===== src/mps_pkg.sv =====
// Shared types, constants and helpers for the motor plant step block.
package mps_pkg;

  localparam int unsigned DEF_CHANNELS  = 4;
  localparam int unsigned DEF_FRAC_BITS = 16;

  localparam int unsigned CFG_IDX_W  = 3;
  localparam int unsigned CFG_DATA_W = 32;

  typedef enum logic [CFG_IDX_W-1:0] {
    CFG_POS_PER_VEL  = 3'd0,
    CFG_VEL_DECAY    = 3'd1,
    CFG_POS_PER_VOLT = 3'd2,
    CFG_VEL_PER_VOLT = 3'd3,
    CFG_STATIC_FRIC  = 3'd4
  } mps_cfg_e;

  typedef enum logic [3:0] {
    ST_IDLE,
    ST_READ,
    ST_MUL,
    ST_MUL_WAIT,
    ST_DIV,
    ST_DIV_WAIT,
    ST_SHARE,
    ST_NET,
    ST_WRITE
  } mps_state_e;

  // multiply-add steps, in the order the sequencer runs them
  typedef enum logic [2:0] {
    OP_AXPOS = 3'd0,
    OP_AXVEL = 3'd1,
    OP_VFRIC = 3'd2,
    OP_NPOS  = 3'd3,
    OP_NVEL  = 3'd4
  } mps_op_e;

  localparam logic signed [65:0] SAT_HI = 66'sh0_7FFF_FFFF;
  localparam logic signed [65:0] SAT_LO = -66'sh0_8000_0000;

  function automatic logic signed [31:0] sat32(input logic signed [65:0] v);
    logic signed [31:0] r;
    if (v > SAT_HI) begin
      r = 32'sh7FFF_FFFF;
    end else if (v < SAT_LO) begin
      r = 32'sh8000_0000;
    end else begin
      r = v[31:0];
    end
    return r;
  endfunction

endpackage


===== src/mps_div.sv =====
// Serial restoring divider: sat32((num << FRAC_BITS) / -den), one bit per cycle.
module mps_div #(
  parameter int unsigned FRAC_BITS = mps_pkg::DEF_FRAC_BITS
) (
  input  logic               clk_i,
  input  logic               rst_ni,
  input  logic               start_i,
  input  logic signed [31:0] num_i,
  input  logic signed [31:0] den_i,
  output logic signed [31:0] q_o,
  output logic               done_o
);
  import mps_pkg::*;

  localparam int unsigned NW = 32 + FRAC_BITS;
  localparam int unsigned CW = $clog2(NW + 1);
  localparam logic [NW-1:0] MAG_NEG = NW'(64'h8000_0000);
  localparam logic [NW-1:0] MAG_POS = NW'(64'h7FFF_FFFF);

  logic          busy_q, done_q, zero_q, neg_q;
  logic [CW-1:0] cnt_q;
  logic [31:0]   rem_q, dmag_q;
  logic [NW-1:0] nq_q;

  logic [31:0]   nmag, dmag;
  logic [32:0]   trial;
  logic          ge;
  logic [32:0]   diff;

  assign nmag  = num_i[31] ? (~num_i + 32'd1) : num_i;
  assign dmag  = den_i[31] ? (~den_i + 32'd1) : den_i;
  assign trial = {rem_q, nq_q[NW-1]};
  assign ge    = trial >= {1'b0, dmag_q};
  assign diff  = trial - {1'b0, dmag_q};

  always_ff @(posedge clk_i or negedge rst_ni) begin
    if (!rst_ni) begin
      busy_q <= 1'b0;
      done_q <= 1'b0;
      zero_q <= 1'b0;
      cnt_q  <= '0;
    end else begin
      done_q <= 1'b0;
      if (start_i) begin
        zero_q <= (den_i == 32'sd0);
        busy_q <= (den_i != 32'sd0);
        done_q <= (den_i == 32'sd0);
        cnt_q  <= '0;
      end else if (busy_q) begin
        cnt_q <= cnt_q + CW'(1);
        if (cnt_q == CW'(NW - 1)) begin
          busy_q <= 1'b0;
          done_q <= 1'b1;
        end
      end
    end
  end

  always_ff @(posedge clk_i) begin
    if (start_i) begin
      rem_q  <= '0;
      nq_q   <= {nmag, {FRAC_BITS{1'b0}}};
      dmag_q <= dmag;
      // divisor is -den: negative quotient when signs of num and -den differ
      neg_q  <= num_i[31] ^ ~den_i[31];
    end else if (busy_q) begin
      rem_q <= ge ? diff[31:0] : trial[31:0];
      nq_q  <= {nq_q[NW-2:0], ge};
    end
  end

  always_comb begin
    if (zero_q) begin
      q_o = '0;
    end else if (neg_q) begin
      q_o = (nq_q > MAG_NEG) ? 32'sh8000_0000 : (~nq_q[31:0] + 32'd1);
    end else begin
      q_o = (nq_q > MAG_POS) ? 32'sh7FFF_FFFF : nq_q[31:0];
    end
  end

  assign done_o = done_q;

endmodule


===== config.mk =====
export PLATFORM = sky130hd
export DESIGN_NAME = mps_div
export DESIGN_NICKNAME = d
export VERILOG_FILES = /design/src/mps_pkg.sv /design/src/mps_div.sv
export SDC_FILE = /design/constraint.sdc
export NUM_CORES = 1
export LEC_CHECK = 0
export BUFFER_PORTS_ARGS = -buffer_cell sky130_fd_sc_hd__buf_2
export CAP_MARGIN = 10
export CORE_MARGIN = 5
export CORE_UTILIZATION = 51
export CTS_CLUSTER_DIAMETER = 30
export DETAILED_ROUTE_END_ITERATION = 16
export PLACE_DENSITY = 0.72
export SLEW_MARGIN = 20
export SYNTH_ARGS = -nofsm -noshare
export SYNTH_HDL_FRONTEND = slang
export SYNTH_SLANG_ARGS = --single-unit

===== constraint.sdc =====
create_clock -name clk_i -period 4.05 [get_ports clk_i]
set_input_delay 0.6075 -clock clk_i [delete_from_list [all_inputs] [get_ports clk_i]]
set_output_delay 0.6075 -clock clk_i [all_outputs]
set_load 0.005 [all_outputs]

==> results_dict.tcl <==
set metrics [dict create \
    swShare_pct 36.7 \
    cts-root-buf "clkbuf_16" \
    antenna_found_initial 0 \
    synth_top_area_share_pct 22.0 \
    clock_path_buffers 2 \
    skew_ns 0.00849 \
    routed_via_density 5.86 \
    grt_pass1_vias 7385 \
    cp_data_arrival_time_ns 3.27 \
    p_comb_share_pct 42.6 \
    synth-edff-count 65 \
    yosys_warnings 0 \
    drt_iter0_drc 574 \
    row_count 48 \
    seqPwrFrac_pct 30.9 \
    clock-sinks 122 \
    ioPinCount 100 \
    synth.distinct_cells 66 \
    placedCellCount 1328 \
    critPathRequiredTime_ns 3.44 \
    layout.nets 1231 \
    htreeDepth 4 \
    synthTopCellsByCount "137 x nor2_1, 91 x nand2_1, 72 x xnor2_1, 65 x edfxtp_1, 64 x a21oi_1" \
    p_int_mw 3.54 \
    synthFlopType "edfxtp_1" \
    slew_viol_final 0 \
    hpwl_um 15800 \
    insertedDiodeCount 0 \
    ys_ff_latch 122 \
    wirelength_um 21800 \
    initial_utilization_pct 51.7 \
    rsz0062_at_grt "no" \
    grt_max_degree 72 \
    setup_viol 0 \
    cpMaxStageDelayCell "or4_1" \
    fin_setup_tns_ns 0 \
    vdd_drop_max_mv 0.424 \
    design.core.area_um2 17200 \
    finalInstanceArea_um2 10200 \
    power.switching_mw 2.05 \
    min_period_ns 3.88 \
    track_usage_pct 21.6 \
    die_x_um 142 \
    syn_inst 1050 \
    dieArea_um2 20200 \
    drc 0 \
    synthTopCellsByArea "edfxtp_1 22%, dfxtp_1 11%, xnor2_1 7.1%" \
    gp_congestion 0.868 \
    path_class "flip-flop to primary output" \
    ant_nets 0 \
    hold_violations 0 \
    numCtsBuffers 17 \
    syn_area_per_cell_um2 8.46 \
    placed_area_um2 9550 \
    synth_area_um2 8880 \
    grt_pass1_wl_um 36200 \
    synthToLayoutAreaGrowth_pct 15.0 \
    yosysMostFrequentCell "nor2_1" \
    yosysSeqAreaShare_pct 35.3 \
    crit_chain "nor4_4 -> nand3_1 -> or4_1 -> or3b_4 -> or3_4 -> nor3_2 -> buf_4 -> nand2_1 -> a311oi_2 -> buf_2" \
    critPathBufInv 2 \
    outcome "finished clean" \
    async_flop_share_pct 7.38 \
    fmax_mhz 258 \
    cp-end-kind "primary output" \
    max-cap-violations 0 \
    synth_fp_nets 1154 \
    cpLargestDelayFamily "simple AND/OR/NAND/NOR gates" \
    wire_per_inst_um 16.0 \
    powerDensity_nw_per_um2 547 \
    stdcell_count 1365 \
    period_share_pct 95.7 \
    via_count 8005 \
    io_buffers 99 \
    cts_tree "yes" \
    drive_gt1_share_pct 15.5 \
    path_max_fanout 6 \
    worstMarginPinSlew_ns 0.707 \
    cts_hold_buf 0 \
    pwr-share-clk_pct 26.6 \
    overflow 0 \
    firstDrtPassIters 5 \
    clk_latency_ns 0.42 \
    die_y_um 142 \
    startpoint_type "flip-flop" \
    yosysTopAreaCell "edfxtp_1" \
    p_leak_nw 4.44 \
    timing.slew.headroom_pct 52.4 \
    critical-path-max-stage-delay_ns 0.51 \
    path_clk_slew_ns 0.06 \
    hold_class "input pin to asynchronous set/reset pin" \
]
-- power groups by stage --
stage / registers [mW] / logic (mW) / clock network, mW
floorplan: 1.68 / 1.80 / 0
global placement: 1.73 / 2.30 / 0
detailed placement: 1.74 / 2.33 / 0
CTS: 1.72 / 2.36 / 1.50
global route: 1.75 / 2.66 / 1.57
finish: 1.73 / 2.38 / 1.48
-- per-stage QoR --
step / hold WS [ns] / setup WS [ns] / util, % / total power [mW]
after floorplan: 0.312 / 0.248 / - / 3.48
after global placement: 0.470 / 0.0437 / 55.6 / 4.03
after detailed placement: 0.469 / 0.0133 / 55.6 / 4.06
after CTS: 0.0261 / 0.0340 / 59.2 / 5.58
after global routing: 0.0407 / 0.00746 / 59.5 / 5.98
final: 0.0353 / 0.173 / 59.5 / 5.59
-- sequential cells by signal, summed over array words and instances (netlist names) --
name	cells
busy_q	1
rem_q	32
nq_q	48
neg_q	1
zero_q	1
done_o	1
cnt_q	6
dmag_q	32
-- per-layer routing --
layer	vias to the layer above	GRT usage [%]	wire length [µm]
li1	4011	-	-
met4	0	5.45	220
met1	3756	30.5	10400
met5	-	0	0
met2	224	34.8	10100
met3	14	3.66	1060
-- cells by family (layout without fill, tap and decap cells) --
| group | Yosys count | in the layout | synth area share (%) |
|---|---|---|---|
| flip-flops | 122 | 122 | 35.3 |
| XOR/XNOR | 84 | 84 | 8.28 |
| AO/OA/AOI/OAI | 301 | 301 | 23.3 |
| multiplexers | 27 | 27 | 3.06 |
| AND/OR/NAND/NOR | 365 | 365 | 19.6 |
| adder cells (fa/ha/maj) | 37 | 37 | 5.30 |
| buffers and inverters | 114 | 204 | 5.13 |
-- placed cells by master (no fill, tap or decap), types with 18 or more instances in the layout --
cell      instances
buf_2            98
a21oi_1          64
buf_4            19
a22o_1           32
nor2_1          135
a311oi_1         18
nor3_1           26
ha_1             36
xnor2_1          72
o21ai_0          48
a211oi_1         33
nand2_1          91
a21o_1           19
edfxtp_1         65
mux2i_1          26
dfxtp_1          48
o31ai_1          19
inv_1            53
-- final timing paths --
check,end,slack [ns],cells past startpoint,start
max in group asynchronous,busy_q$_DFF_PN0_,3.82,1,rst_ni
worst min register to register,rem_q[1]$_SDFFE_PP0P_,0.50,2,rem_q[1]$_SDFFE_PP0P_
min in group clk_i,dmag_q[0]$_DFFE_PP_,0.42,1,den_i[0]
worst max-delay path,q_o[29],0.17,10,nq_q[16]$_DFFE_PP_
worst min-delay path,zero_q$_DFFE_PN0P_,0.04,1,rst_ni
worst max register to register,rem_q[12]$_SDFFE_PP0P_,0.64,13,dmag_q[14]$_DFFE_PP_
-- cell type report --
type | instances | area, µm²
multi-input combinational | 814 | 5350
timing repair buffer | 119 | 673
clock buffer | 22 | 444
sequential | 122 | 3140
fill | 1567 | 6960
tap | 225 | 282
clock inverter | 10 | 125
inverter | 53 | 199
-- worst reg2reg max path: stages, from the launching register on --
cell       delay [ns]
edfxtp_1         0.32
inv_1            0.04
ha_1             0.35
a21oi_1          0.22
o21ai_0          0.19
a21o_1           0.20
a2111oi_0        0.55
a2111oi_0        0.21
buf_4            0.20
nor2_4           0.33
buf_12           0.24
and3b_1          0.21
a21oi_1          0.11
a211oi_1         0.09
-- repair_timing --
item	CTS	global route
resized for setup	4	6
buffers inserted	4	1
cloned	0	0
pin swaps	2	1
setup endpoints to repair	3	20
No activity file was read; power rests on OpenSTA's default activity.
