**config.mk**
```make
export PLATFORM = sky130hd
export DESIGN_NAME = mps_mac
export DESIGN_NICKNAME = d
export VERILOG_FILES = /design/src/mps_pkg.sv /design/src/mps_mac.sv
export SDC_FILE = /design/constraint.sdc
export NUM_CORES = 2
export LEC_CHECK = 0
export ABC_AREA = 0
export BUFFER_PORTS_ARGS = -buffer_cell sky130_fd_sc_hd__buf_2
export CELL_PAD_IN_SITES_DETAIL_PLACEMENT = 1
export CELL_PAD_IN_SITES_GLOBAL_PLACEMENT = 1
export CORE_MARGIN = 5
export CORE_UTILIZATION = 56
export CTS_CLUSTER_SIZE = 25
export DETAILED_ROUTE_END_ITERATION = 8
export PLACE_DENSITY = 0.92
export SYNTH_ARGS = -nofsm -noshare
export SYNTH_HDL_FRONTEND = slang
export SYNTH_SLANG_ARGS = --single-unit
```
**constraint.sdc**
```tcl
create_clock -name clk_i -period 5.6 [get_ports clk_i]
set_input_delay 1.12 -clock clk_i [delete_from_list [all_inputs] [get_ports clk_i]]
set_output_delay 1.12 -clock clk_i [all_outputs]
set_load 0.005 [all_outputs]
```
**src/mps_pkg.sv**
```systemverilog
// Shared types, constants and helpers for the motor plant step block.
package mps_pkg;

  localparam int unsigned DEF_CHANNELS  = 4;
  localparam int unsigned DEF_FRAC_BITS = 16;

  localparam int unsigned CFG_IDX_W  = 3;
  localparam int unsigned CFG_DATA_W = 32;

  typedef enum logic [CFG_IDX_W-1:0] {
    CFG_POS_PER_VEL  = 3'd0,
    CFG_VEL_DECAY    = 3'd1,
    CFG_POS_PER_VOLT = 3'd2,
    CFG_VEL_PER_VOLT = 3'd3,
    CFG_STATIC_FRIC  = 3'd4
  } mps_cfg_e;

  typedef enum logic [3:0] {
    ST_IDLE,
    ST_READ,
    ST_MUL,
    ST_MUL_WAIT,
    ST_DIV,
    ST_DIV_WAIT,
    ST_SHARE,
    ST_NET,
    ST_WRITE
  } mps_state_e;

  // multiply-add steps, in the order the sequencer runs them
  typedef enum logic [2:0] {
    OP_AXPOS = 3'd0,
    OP_AXVEL = 3'd1,
    OP_VFRIC = 3'd2,
    OP_NPOS  = 3'd3,
    OP_NVEL  = 3'd4
  } mps_op_e;

  localparam logic signed [65:0] SAT_HI = 66'sh0_7FFF_FFFF;
  localparam logic signed [65:0] SAT_LO = -66'sh0_8000_0000;

  function automatic logic signed [31:0] sat32(input logic signed [65:0] v);
    logic signed [31:0] r;
    if (v > SAT_HI) begin
      r = 32'sh7FFF_FFFF;
    end else if (v < SAT_LO) begin
      r = 32'sh8000_0000;
    end else begin
      r = v[31:0];
    end
    return r;
  endfunction

endpackage

```
**src/mps_mac.sv**
```systemverilog
// Shared multiply, floor-shift, add and saturate unit; product and result are registered.
module mps_mac #(
  parameter int unsigned FRAC_BITS = mps_pkg::DEF_FRAC_BITS
) (
  input  logic               clk_i,
  input  logic               rst_ni,
  input  logic               go_i,
  input  logic signed [31:0] a_i,
  input  logic signed [31:0] b_i,
  input  logic signed [31:0] c_i,
  output logic signed [31:0] res_o,
  output logic               done_o
);
  import mps_pkg::*;

  logic signed [63:0] prod_d, prod_q;
  logic signed [31:0] c_q;
  logic signed [65:0] sum;
  logic signed [31:0] res_q;
  logic               v1_q, done_q;

  assign prod_d = 64'(a_i) * 64'(b_i);

  // arithmetic shift gives the round-toward-minus-infinity product
  assign sum = 66'(prod_q >>> FRAC_BITS) + 66'(c_q);

  always_ff @(posedge clk_i) begin
    prod_q <= prod_d;
    c_q    <= c_i;
    res_q  <= sat32(sum);
  end

  always_ff @(posedge clk_i or negedge rst_ni) begin
    if (!rst_ni) begin
      v1_q   <= 1'b0;
      done_q <= 1'b0;
    end else begin
      v1_q   <= go_i;
      done_q <= v1_q;
    end
  end

  assign res_o  = res_q;
  assign done_o = done_q;

endmodule

```
==> results of run 1 <==
==> repair_timing <==
action                                  4_1_cts
buffers inserted                             66
pin swaps                                   181
endpoints found under the setup margin       48
gates cloned                                  1
resized for setup                           419
==> stage by stage <==
stage	cell area, µm²	setup TNS [ns]	hold slack (ns)	cells
4_1_cts	48300	-101.66	0.3641	5690
3_5_place_dp	45600	-136.70	0.3511	5598
3_3_place_gp	45600	-109.04	0.3377	5598
2_1_floorplan	40980	-78.06	0.3312	4294
==> metal layers <==
layer  global-route usage (%)  overflow
met3                    71.43        28
met2                    95.76       611
met4                    85.62       393
met5                    52.69         3
met1                    79.06        15
==> synth_stat cells (4+ instances only) <==
cell      count  share of area [%]
dfxtp_1     112                5.5
a21o_1       38               0.70
and3_1        6              0.093
nand2b_1     11               0.17
nand4_1      19               0.29
nor3_1       16               0.20
a41oi_1       5               0.11
a211oi_1      9               0.17
xor2_1       45               0.97
nor2_1       65               0.60
o211ai_1     11               0.20
o21ai_1      34               0.42
a22oi_1       4              0.074
and2_1      506                7.8
a21oi_1      99                1.2
nand2_1     556                5.2
ha_1        228                7.0
nor2b_1      13               0.20
and4_1        4              0.087
a31oi_1      17               0.26
xnor2_1      59                1.3
o31ai_1       7               0.13
fa_1       1082                 53
o21ai_0      46               0.57
nor4_1        5              0.077
clkbuf_1    200                1.9
o21a_1       13               0.24
nand3_1      14               0.17
o21bai_1     13               0.24
inv_1       985                9.1
buf_2        15               0.19
==> cell families after synthesis <==
group                    Yosys count
multiplexers                       2
buffers and inverters           1202
XOR/XNOR                         104
adder cells (fa/ha/maj)         1310
AO/OA/AOI/OAI                    332
flip-flops                       114
AND/OR/NAND/NOR                 1230
==> metrics, run 1 <==
vias in the first global route=56070; die height=278.9 µm; Clock Tree Buf Depth=2; xor/xnor share of the synthesized area=2.250%; Initial Utilization=56.54%; Netlist cell types=64; post-synthesis mux area share=0.05253%; Stopped at=5_1_grt; H-tree Lvls=4; status=aborted with a tool error; CTS Buf Count=17; EDFF count, synth=0; first-pass GRT wire length=465200 µm; YS warnings=0; number of primary I/O pins=132; largest net degree at the start of global routing=32; grt ovf=1050; IO Port Bufs=131; Compound-Gate Fraction of Synth Area=5.161%; Syn Nets=5703; FFs w/ async S/R, synth=1.754%; pre-CTS setup slack=-3.550 ns; GRT Overall Usage=82.38%; CTS Root Cell=clkbuf_16; Mapped Cells=4294; largest family of logic cells by synthesized area=adder cells; mapped cell area=40490 µm²; die width=278.9 µm; post-synthesis simple-gate area fraction=15.14%; CTS Sinks=114; CTS hold repair buffers=0; adder-cell share of the synthesized area=60.54%; error msg=[ERROR GRT-0116] Global routing finished with congestion. Check the congestion regions in the DRC Viewer.; Post-synth top flop=dfxtp_1; Cell Rows=98; Syn Area/Cell=9.429 µm²; register area share after synthesis=5.661%; Final HPWL DP=153500 µm; GP Congestion=0.9330; register bit total from synthesis=114
==> run 2: changes to the inputs <==
==> config.mk (replaced) <==
export PLATFORM = sky130hd
export DESIGN_NAME = mps_mac
export DESIGN_NICKNAME = d
export VERILOG_FILES = /design/src/mps_pkg.sv /design/src/mps_mac.sv
export SDC_FILE = /design/constraint.sdc
export NUM_CORES = 2
export LEC_CHECK = 0
export ABC_AREA = 0
export BUFFER_PORTS_ARGS = -buffer_cell sky130_fd_sc_hd__buf_2
export CORE_MARGIN = 5
export CORE_UTILIZATION = 40
export DETAILED_ROUTE_END_ITERATION = 8
export PLACE_DENSITY_LB_ADDON = 0.15
export SYNTH_ARGS = -nofsm -noshare
export SYNTH_HDL_FRONTEND = slang
export SYNTH_SLANG_ARGS = --single-unit
==> metrics, run 2 <==
first-pass GRT wire length=194500 µm; critical path's largest stage delay=0.62 ns; Critical Path Slowest Stage Cell=fa_2; Initial Utilization=40.37% (was 56.54%); Synth area leader=fa_1 (unchanged); CP startpoint kind=input pin; die width=328.2 µm (was 278.9 µm); most flop-heavy register=prod_q; EDFF count, synth=0 (unchanged); clk_lat worst skew=0.43 ns; YS warnings=0 (unchanged); CTS tree=built; CTS Root Cell=clkbuf_16 (unchanged); Fmax achieved=0.1263 GHz; DRT Pass-1 Iters=5; Synth top area share=53.50% (unchanged); WL per Instance=19.76 µm; unrepaired setup endpoints after global routing=true; setup slack, reg-to-reg=0.98 ns; Final Max Tran Viols=0; Largest delay share family, worst path=adder cells; core area=100300 µm²; largest net degree at the start of global routing=32; FFs w/ async S/R, synth=1.754% (unchanged); CP Class=in -> reg; Nets=6138; die area=107700 µm²; via count=29500; worst setup margin=-2.317 ns; CTS Buf Count=17 (unchanged); Area Growth Syn to Fin=20.94%; Netlist cell types=64 (unchanged); most common cell in the netlist=fa_1 (unchanged); max cap viols=0; clock-pin slew on the worst setup and hold paths=0.05 ns; worst hold-check path type=reg -> reg; Fin Clk Skew=0.01072 ns; Post-synth top flop=dfxtp_1 (unchanged); GRT Overall Usage=23.32%; fin crit share=141.4%; mapped cell area=40490 µm² (unchanged); Clock Tree Buf Depth=2 (unchanged); top cells by area, synth=fa_1 (53%), inv_1 (9.1%), and2_1 (7.8%), ha_1 (7.0%), dfxtp_1 (5.5%) (unchanged); GP Congestion=0.8448 (was 0.9330); CP bufs+invs=8; worst path required time=5.95 ns; layout cells sized above 1=19.36%; CTS Sinks=114 (unchanged); Max FO, Critical Path=6; final WL=120500 µm; via/cell ratio=4.835; Core Util, Final=48.82%; violated checks=negative setup slack; vias in the first global route=34080; slew at the pin closest to its max-slew limit=0.8731 ns; DRC viols=0; critical path arrival=8.27 ns; commonest cells after routing, fill and taps aside=fa_1 (1017), inv_1 (962), nand2_1 (547), and2_1 (483), buf_4 (384); Syn Nets=5703 (unchanged); IO Port Bufs=131 (unchanged); synth cell count leaders=fa_1 (1082), inv_1 (985), nand2_1 (556), and2_1 (506), ha_1 (228) (unchanged); Hold Violations, Final=0; Syn Area/Cell=9.429 µm² (unchanged); Detailed Route Iter0 Violations=1319; CTS hold repair buffers=0 (unchanged); H-tree Lvls=4 (unchanged); status=finished, violations left (was aborted with a tool error); post-route ant nets=0; max reg flops=48; grt ovf=0; Cell Rows=116 (was 98); most frequent cell on the critical path=fa_1; Mapped Cells=4294 (unchanged); register bit total from synthesis=114 (unchanged); most common cell after layout, fill and taps aside=fa_1; die height=328.2 µm (was 278.9 µm); initial antenna violation count=3; count of final setup violators=48; CP endpoint kind=flip-flop; slew margin rel.=40.29%; Final HPWL DP=104400 µm (was 153500 µm); number of primary I/O pins=132 (unchanged); post-route minimum period=7.917 ns; register area share after synthesis=5.661% (unchanged)
==> run 2: final timing paths <==
path	startpoint	to	cells after the start
max	b_i[5]	prod_q[54]	29
min	v1_q	done_o	0
max reg2reg	c_q[15]	res_o[3]	13
min reg2reg	v1_q	done_o	0
max in group asynchronous	rst_ni	done_o	1
min in group asynchronous	rst_ni	done_o	1
==> run 2: what timing repair did <==
item	CTS	global route
setup endpoints to repair	48	48
pin swaps	119	67
gates cloned	4	2
resized for setup	237	181
buffers inserted	37	33
==> run 2: routing by layer <==
metal  global-route usage [%]  wire length (µm)  part of all wire [%]  vias up
met5                        0                16                 0.013        -
met1                    28.40             48640                    40    15470
met4                    6.644              4135                   3.4        4
met3                    1.678              2992                   2.5      154
met2                    44.33             64750                    54      461
li1                         -                 -                     -    13410
==> run 2: stage by stage <==
stage,std cells,worst slack [ns],TNS [ns],hold WS [ns],area (µm²)
after global routing,6099,-2.538,-96.52,0.3743,48960
after CTS,6066,-2.326,-87.05,0.3571,47940
after floorplan,4294,-2.544,-78.06,0.3312,40980
final,6101,-2.317,-88.99,0.3529,48970
after global placement,6005,-3.154,-122.17,0.3429,46020
after detailed placement,6005,-3.201,-124.66,0.3444,46020
==> run 2: area by class of cell <==
| cell class | count | area [µm²] |
|---|---|---|
| inverters | 985 | 3701 |
| clock inverters | 12 | 110.1 |
| diodes | 2 | 5.005 |
| flip-flops and latches | 114 | 2292 |
| clock buffers | 20 | 456.7 |
| repair buffers | 633 | 5717 |
| multi-input cells | 2978 | 34990 |
| well taps | 1357 | 1698 |
| fillers | 9583 | 51320 |
==> run 2: logic make-up after synthesis <==
family / share of synthesized area, %
AOI/OAI and AO/OA: 5.161
xor gates and xnor gates: 2.250
adders and majority gates: 60.54
buffers and inverters: 11.20
DFF: 5.661
muxes: 0.05253
and+or+nand+nor: 15.14
Power of run 2 is left out: the tool's default activity adds up to more than one toggle a clock period on the data nets, which glitch-free logic cannot reach.
