--- src/mps_ram.sv ---
// Generic single-port-write, registered-read RAM.
module mps_ram #(
  parameter int unsigned WIDTH = 32,
  parameter int unsigned DEPTH = 4,
  localparam int unsigned AW = (DEPTH > 1) ? $clog2(DEPTH) : 1
) (
  input  logic             clk_i,
  input  logic             we_i,
  input  logic [AW-1:0]    waddr_i,
  input  logic [WIDTH-1:0] wdata_i,
  input  logic [AW-1:0]    raddr_i,
  output logic [WIDTH-1:0] rdata_o
);

  logic [WIDTH-1:0] mem_q [DEPTH];
  logic [WIDTH-1:0] rdata_q;

  always_ff @(posedge clk_i) begin
    if (we_i) begin
      mem_q[waddr_i] <= wdata_i;
    end
    rdata_q <= mem_q[raddr_i];
  end

  assign rdata_o = rdata_q;

endmodule

--- config.mk ---
export PLATFORM = sky130hd
export DESIGN_NAME = mps_ram
export DESIGN_NICKNAME = d
export VERILOG_FILES = /design/src/mps_ram.sv
export SDC_FILE = /design/constraint.sdc
export NUM_CORES = 1
export LEC_CHECK = 0
export ABC_CLOCK_PERIOD_IN_PS = 6200
export CAP_MARGIN = 25
export CORE_ASPECT_RATIO = 2
export CORE_MARGIN = 4
export CORE_UTILIZATION = 45
export DETAILED_ROUTE_END_ITERATION = 7
export DONT_BUFFER_PORTS = 1
export PLACE_DENSITY_LB_ADDON = 0.25
export SYNTH_ARGS = -nofsm -noshare
export SYNTH_HDL_FRONTEND = slang
export SYNTH_SLANG_ARGS = --single-unit
--- constraint.sdc ---
create_clock -name clk_i -period 6.2 [get_ports clk_i]
set_input_delay 1.24 -clock clk_i [delete_from_list [all_inputs] [get_ports clk_i]]
set_output_delay 1.24 -clock clk_i [all_outputs]
set_load 0.05 [all_outputs]
==> results of run 1 <==
## layout make-up
| class | count | area, um2 |
|---|---|---|
| fill | 947 | 5640 |
| sequential | 160 | 4480 |
| timing repair buffer | 1 | 7.51 |
| multi-input combinational | 36 | 768 |
| clock inverter | 14 | 124 |
| clock buffer | 18 | 429 |
| tap | 145 | 181 |
## flip-flops by register name, summed over array words and instances (netlist names)
signal and cells:
mem_q 128, rdata_o 32
## power by group through the flow
stage	clock network, W	logic (W)	registers [W]
floorplan	0	0.0000552	0.00133
global placement	0	0.0000543	0.00134
detailed placement	0	0.0000538	0.00134
CTS	0.000983	0.0000539	0.00132
global route	0.00102	0.0000557	0.00132
finish	0.000964	0.0000519	0.00132
## Yosys cell counts
library cell,instances
dfxtp_1,32
edfxtp_1,128
and3_1,1
nor3b_1,1
buf_12,3
and3b_1,2
mux4_2,30
buf_2,3
mux4_1,2
buf_6,1
## final timing paths
check / from / endpoint / slack [ps] / cells past startpoint
setup / recovery: rdata_o[0] / rdata_o[0] / 3900 / 0
hold / removal: mem_q[3][0] / rdata_o[0] / 540 / 1
setup reg to reg: mem_q[3][21] / rdata_o[21] / 5210 / 1
hold reg to reg: mem_q[3][0] / rdata_o[0] / 540 / 1
## cell families (layout without fill, tap and decap cells)
logic type             after synthesis  count (layout)  synth area share (%)
DFF                                160             160                  84.1
buffers and inverters                7              33                  1.62
muxes                               32              32                  13.7
and+or+nand+nor                      4               4                 0.587
## per-stage QoR
stage	cell area, um2	cells
after floorplan	5330	203
after global placement	5440	342
after detailed placement	5440	342
after CTS	5990	374
after global routing	5990	374
final	5990	374
## routing by layer
metal / track usage (%) / part of all wire, % / wire [um] / vias up
li1: - / - / - / 871
met1: 12.5 / 34 / 2740 / 1052
met2: 21.7 / 57 / 4600 / 62
met3: 5.89 / 7.5 / 609 / 15
met4: 6.48 / 2.4 / 193 / 0
met5: 0 / 0 / 0 / -
==> PnR_summary.wiki, run 1 <==
{| class="wikitable"
! Metric !! Value
|-
| Total power density per cell area || 389 nW/um2
|-
| Sw Pwr || 0.000491 W
|-
| Resized Gates After CTS || 0
|-
| Arrival time at the worst endpoint || 1060 ps
|-
| Number of buffers on the longest clock path || 2
|-
| Number of iterations in the first detailed-routing pass || 4
|-
| Leading cell type in the layout, fill and taps excluded || edfxtp_1
|-
| Max Clock Freq || between 400 and 500 MHz
|-
| Crit-path max FO || 1
|-
| Die area || 13800 um2
|-
| Final standard cell utilization of the core || between 50% and 60%
|-
| Internal power consumption || 0.00184 W
|-
| Avg Synthesized Cell Area || 26.3 um2
|-
| Type of element launching the critical path || register
|-
| Congestion Overflow GR || 0
|-
| Final worst-path cycle share || 37.0%
|-
| Synthesis Warnings || 0
|-
| Clock transition time at the flip-flop clock pins of the worst setup and hold paths || 60 ps
|-
| Number of different library cells in the post-synthesis netlist || 10
|-
| Initial Utilization || 45.8%
|-
| Total leakage power || 1.95 nW
|-
| Post-layout nets || 254
|-
| Final worst-path setup slack || ~3900 ps
|-
| Max-cap violation count || 0
|-
| Count of endpoints failing hold in the final timing report || 0
|-
| Cell accounting for the most synthesized area || edfxtp_1
|-
| Count of pins over their slew limit || 0
|-
| TritonCTS buffer count || 17
|-
| Crit path kind || register to primary output
|-
| Max Clock Skew || 5.43 ps
|-
| Synth area leaders || edfxtp_1 72%, mux4_2 13%, dfxtp_1 12%
|-
| First-pass GRT wire length || 12400 um
|-
| Antenna cell count || 0
|-
| Via count of the first global-routing pass || 2249
|-
| Placeable core area || 11600 um2
|-
| Number of setup violations in the final report || 0
|-
| Final critical-path required period || ~2300 ps
|-
| Setup TNS after final layout || 0 ps
|-
| Register bit total from synthesis || 160
|-
| CTS H-tree lvls || 4
|-
| Wire per inst || 21.8 um
|-
| Clock Root Buffer || clkbuf_16
|-
| Switching share of power || 21.1%
|-
| Clock insertion delay at the later pin of the skew report || 410 ps
|-
| Kind of end point of the critical path || primary output
|-
| RSZ-0062 raised after global routing || false
|-
| Layout-stage area growth over the synthesis result || 12.5%
|-
| Overall fraction of global-route tracks in use || between 10% and 20%
|-
| Post-Synthesis Cell Area || 5330 um2
|-
| Run status || completed
|-
| Number of vias per cell after detailed routing || roughly 5.3
|-
| Final Total Pwr || 0.00233 W
|-
| Post-Synthesis Net Count || 241
|-
| Clock share of power || 41.4%
|-
| Die X || roughly 85 um
|-
| Placer Congestion || 0.624
|-
| Worst hold path class || register to register
|-
| Comb power frac || 2.2%
|-
| Routed wire length || 8140 um
|-
| Dpl ws || 3710 ps
|-
| Worst voltage drop across the vdd grid || ~0.00024 V
|-
| Share of the synthesized area in the top cell type || 72.1%
|-
| TritonCTS clock tree || done
|-
| Pin count of the biggest net entering global routing || 33
|-
| DRC errors left || 0
|-
| Required time of the critical path || 4960 ps
|-
| Worst Max-Slew Pin Slew || 867 ps
|-
| Number of port buffers || 0
|-
| Drt first-iter violations || around 140
|-
| Final ANT Viol Nets || 0
|-
| Max transition margin || about 42%
|-
| Number of core rows || 56
|-
| Count of hold buffers inserted by post-cts repair || 0
|-
| Fraction of layout cells with a size suffix above 1 || 27.5%
|-
| Syn Inst Count || a little over 200
|-
| Number of antenna violations at the first check in global routing || 0
|-
| Top-level port count || 70
|-
| Sink Count || 160
|-
| Hold WS || 537 ps
|-
| Die extent in y || 162 um
|-
| Sequential-to-total area share from yosys stat || 84.1%
|-
| Top library cells by usage in the layout, fill and taps aside || 128 x edfxtp_1, 32 x dfxtp_1, 30 x mux4_2
|-
| Via count of the routed design || 2000
|-
| Reg power frac || 56.4%
|-
| Post-CTS repair timing setup buffer count || 0
|}
Power figures use the tool's default switching activity.
==> inputs of run 2 (changes only) <==
--- a/config.mk
+++ b/config.mk
@@ -5,7 +5,7 @@
 export SDC_FILE = /design/constraint.sdc
 export NUM_CORES = 1
 export LEC_CHECK = 0
-export ABC_CLOCK_PERIOD_IN_PS = 6200
+export ABC_CLOCK_PERIOD_IN_PS = 1900
 export CAP_MARGIN = 25
 export CORE_ASPECT_RATIO = 2
 export CORE_MARGIN = 4
==> constraint.sdc (replaced) <==
create_clock -name clk_i -period 1.9 [get_ports clk_i]
set_input_delay 0.38 -clock clk_i [delete_from_list [all_inputs] [get_ports clk_i]]
set_output_delay 0.38 -clock clk_i [all_outputs]
set_load 0.05 [all_outputs]
==> PnR_summary.wiki, run 2 (synthesis gave the netlist of run 1 again) <==
{| class="wikitable"
! Metric !! Value
|-
| Final ANT Viol Nets || 0
|-
| Post-layout nets || between 200 and 300
|-
| Crit path kind || register to primary output
|-
| Clock Root Buffer || clkbuf_16
|-
| Count of endpoints failing hold in the final timing report || 0
|-
| Via count of the first global-routing pass || 2234
|-
| Reg power frac || 56.4%
|-
| Post-detail-place hpwl || 4880 um
|-
| Run status || completed
|-
| Max-cap violation count || 0
|-
| Leading cell type in the layout, fill and taps excluded || edfxtp_1
|-
| Comb power frac || 2.4%
|-
| Fraction of layout cells with a size suffix above 1 || 28.6%
|-
| Routed wire length || 8300 um
|-
| Clock transition time at the flip-flop clock pins of the worst setup and hold paths || 60 ps
|-
| Overall fraction of global-route tracks in use || 13.1%
|-
| RSZ-0062 raised after global routing || false
|-
| Worst reg-to-reg path cell count || 1
|-
| Max transition margin || 65.7%
|-
| Sw Pwr || 0.00159 W
|-
| Number of iterations in the first detailed-routing pass || 4
|-
| Top library cells by usage in the layout, fill and taps aside || 128 x edfxtp_1, 32 x dfxtp_1, 30 x mux4_2
|-
| Congestion Overflow GR || 0
|-
| Count of hold buffers inserted by post-cts repair || 0
|-
| Internal power consumption || 0.00602 W
|-
| Placeable core area || 11600 um2
|-
| Total power density per cell area || 1250 nW/um2
|-
| Layout-stage area growth over the synthesis result || 13.9%
|-
| Initial Utilization || 45.8%
|-
| TritonCTS clock tree || done
|-
| Number of setup violations in the final report || 0
|-
| Type of element launching the critical path || register
|-
| Clock insertion delay at the later pin of the skew report || 410 ps
|-
| Largest reg by FF count || mem_q
|-
| Setup TNS after final layout || 0 ps
|-
| Count of pins over their slew limit || 0
|-
| Clock share of power || approximately 41%
|-
| Number of stages on the worst setup path || 0
|-
| Number of vias per cell after detailed routing || 5.38
|-
| Top-level port count || 70
|-
| Pin count of the biggest net entering global routing || 33
|-
| Number of antenna violations at the first check in global routing || 0
|-
| Worst Max-Slew Pin Slew || 513 ps
|-
| Drt first-iter violations || between 150 and 200
|-
| Die area || roughly 14000 um2
|-
| Number of core rows || 56
|-
| Wire per inst || between 20 and 25 um
|-
| Max FFs per register || 128
|-
| Worst hold path class || input port to register
|-
| Arrival time at the worst endpoint || 1040 ps
|-
| Post-CTS repair timing setup buffer count || 0
|-
| Total leakage power || 1.98 nW
|-
| Kind of end point of the critical path || primary output
|-
| Number of cells on the worst hold path || 0
|-
| Max Clock Freq || 704 MHz
|-
| Via count of the routed design || slightly above 2000
|-
| Die extent in y || approximately 160 um
|-
| Number of buffers on the longest clock path || 2
|-
| Antenna cell count || 0
|-
| Switching share of power || a little over a fifth
|-
| Number of port buffers || 0
|-
| CTS H-tree lvls || 4
|-
| Final critical-path required period || 1420 ps
|-
| Placer Congestion || 0.624
|-
| Required time of the critical path || 1520 ps
|-
| Final worst-path cycle share || 74.8%
|-
| Resized Gates After CTS || 0
|-
| Worst voltage drop across the vdd grid || 0.000711 V
|-
| Hold WS || 64.5 ps
|-
| Max Clock Skew || 8.55 ps
|-
| Die X || 85.0 um
|-
| DRC errors left || 0
|-
| Crit-path max FO || 1
|-
| Sink Count || 160
|-
| First-pass GRT wire length || 12800 um
|-
| TritonCTS buffer count || 17
|}
run 2: cell types whose count changed in the layout (fill, tap and decap cells not counted), sizes merged:
cell and change:
buf +3, clkbuf +1, clkinv -2
run 2: power groups by stage:
| stage | clock network (W) | registers [W] | logic [W] |
|---|---|---|---|
| floorplan | 0 | 0.00435 | 0.000182 |
| global placement | 0 | 0.00436 | 0.000191 |
| detailed placement | 0 | 0.00437 | 0.000192 |
| CTS | 0.00321 | 0.00430 | 0.000193 |
| global route | 0.00336 | 0.00431 | 0.000199 |
| finish | 0.00313 | 0.00429 | 0.000186 |
run 2: per-layer routing:
| layer | up-vias | GRT usage, % | part of all wire (%) |
|---|---|---|---|
| li1 | 878 | - | - |
| met1 | 1070 | 12.8 | 35 |
| met2 | 63 | 22.6 | 55 |
| met3 | 13 | 6.19 | 7.3 |
| met4 | 0 | 6.77 | 2.4 |
| met5 | - | 0 | 0 |
run 2: layout make-up:
cell class	instances	area (um2)
Tap cell	145	181
Sequential cell	160	4480
Multi-Input combinational cell	36	774
Clock inverter	12	120
Fill cell	927	5560
Timing Repair Buffer	4	80.1
Clock buffer	19	433
run 2: worst paths after layout:
kind                                   from           end  slack [ps]
worst max register to register  mem_q[3][8]    rdata_o[8]         900
worst min-delay path            wdata_i[28]  mem_q[1][28]          60
worst max-delay path             rdata_o[7]    rdata_o[7]         480
worst min register to register  mem_q[3][0]    rdata_o[0]         550
run 2: stage by stage:
stage | worst slack (ps) | std cells | cell area [um2] | util, % | power [W]
after CTS | 441 | 376 | 6070 | 52.2 | 0.00770
after global routing | 431 | 376 | 6070 | 52.2 | 0.00787
after global placement | 531 | 345 | 5520 | 47.5 | 0.00455
after detailed placement | 508 | 345 | 5520 | 47.5 | 0.00456
final | 480 | 376 | 6070 | 52.2 | 0.00761
after floorplan | 229 | 203 | 5340 | - | 0.00453
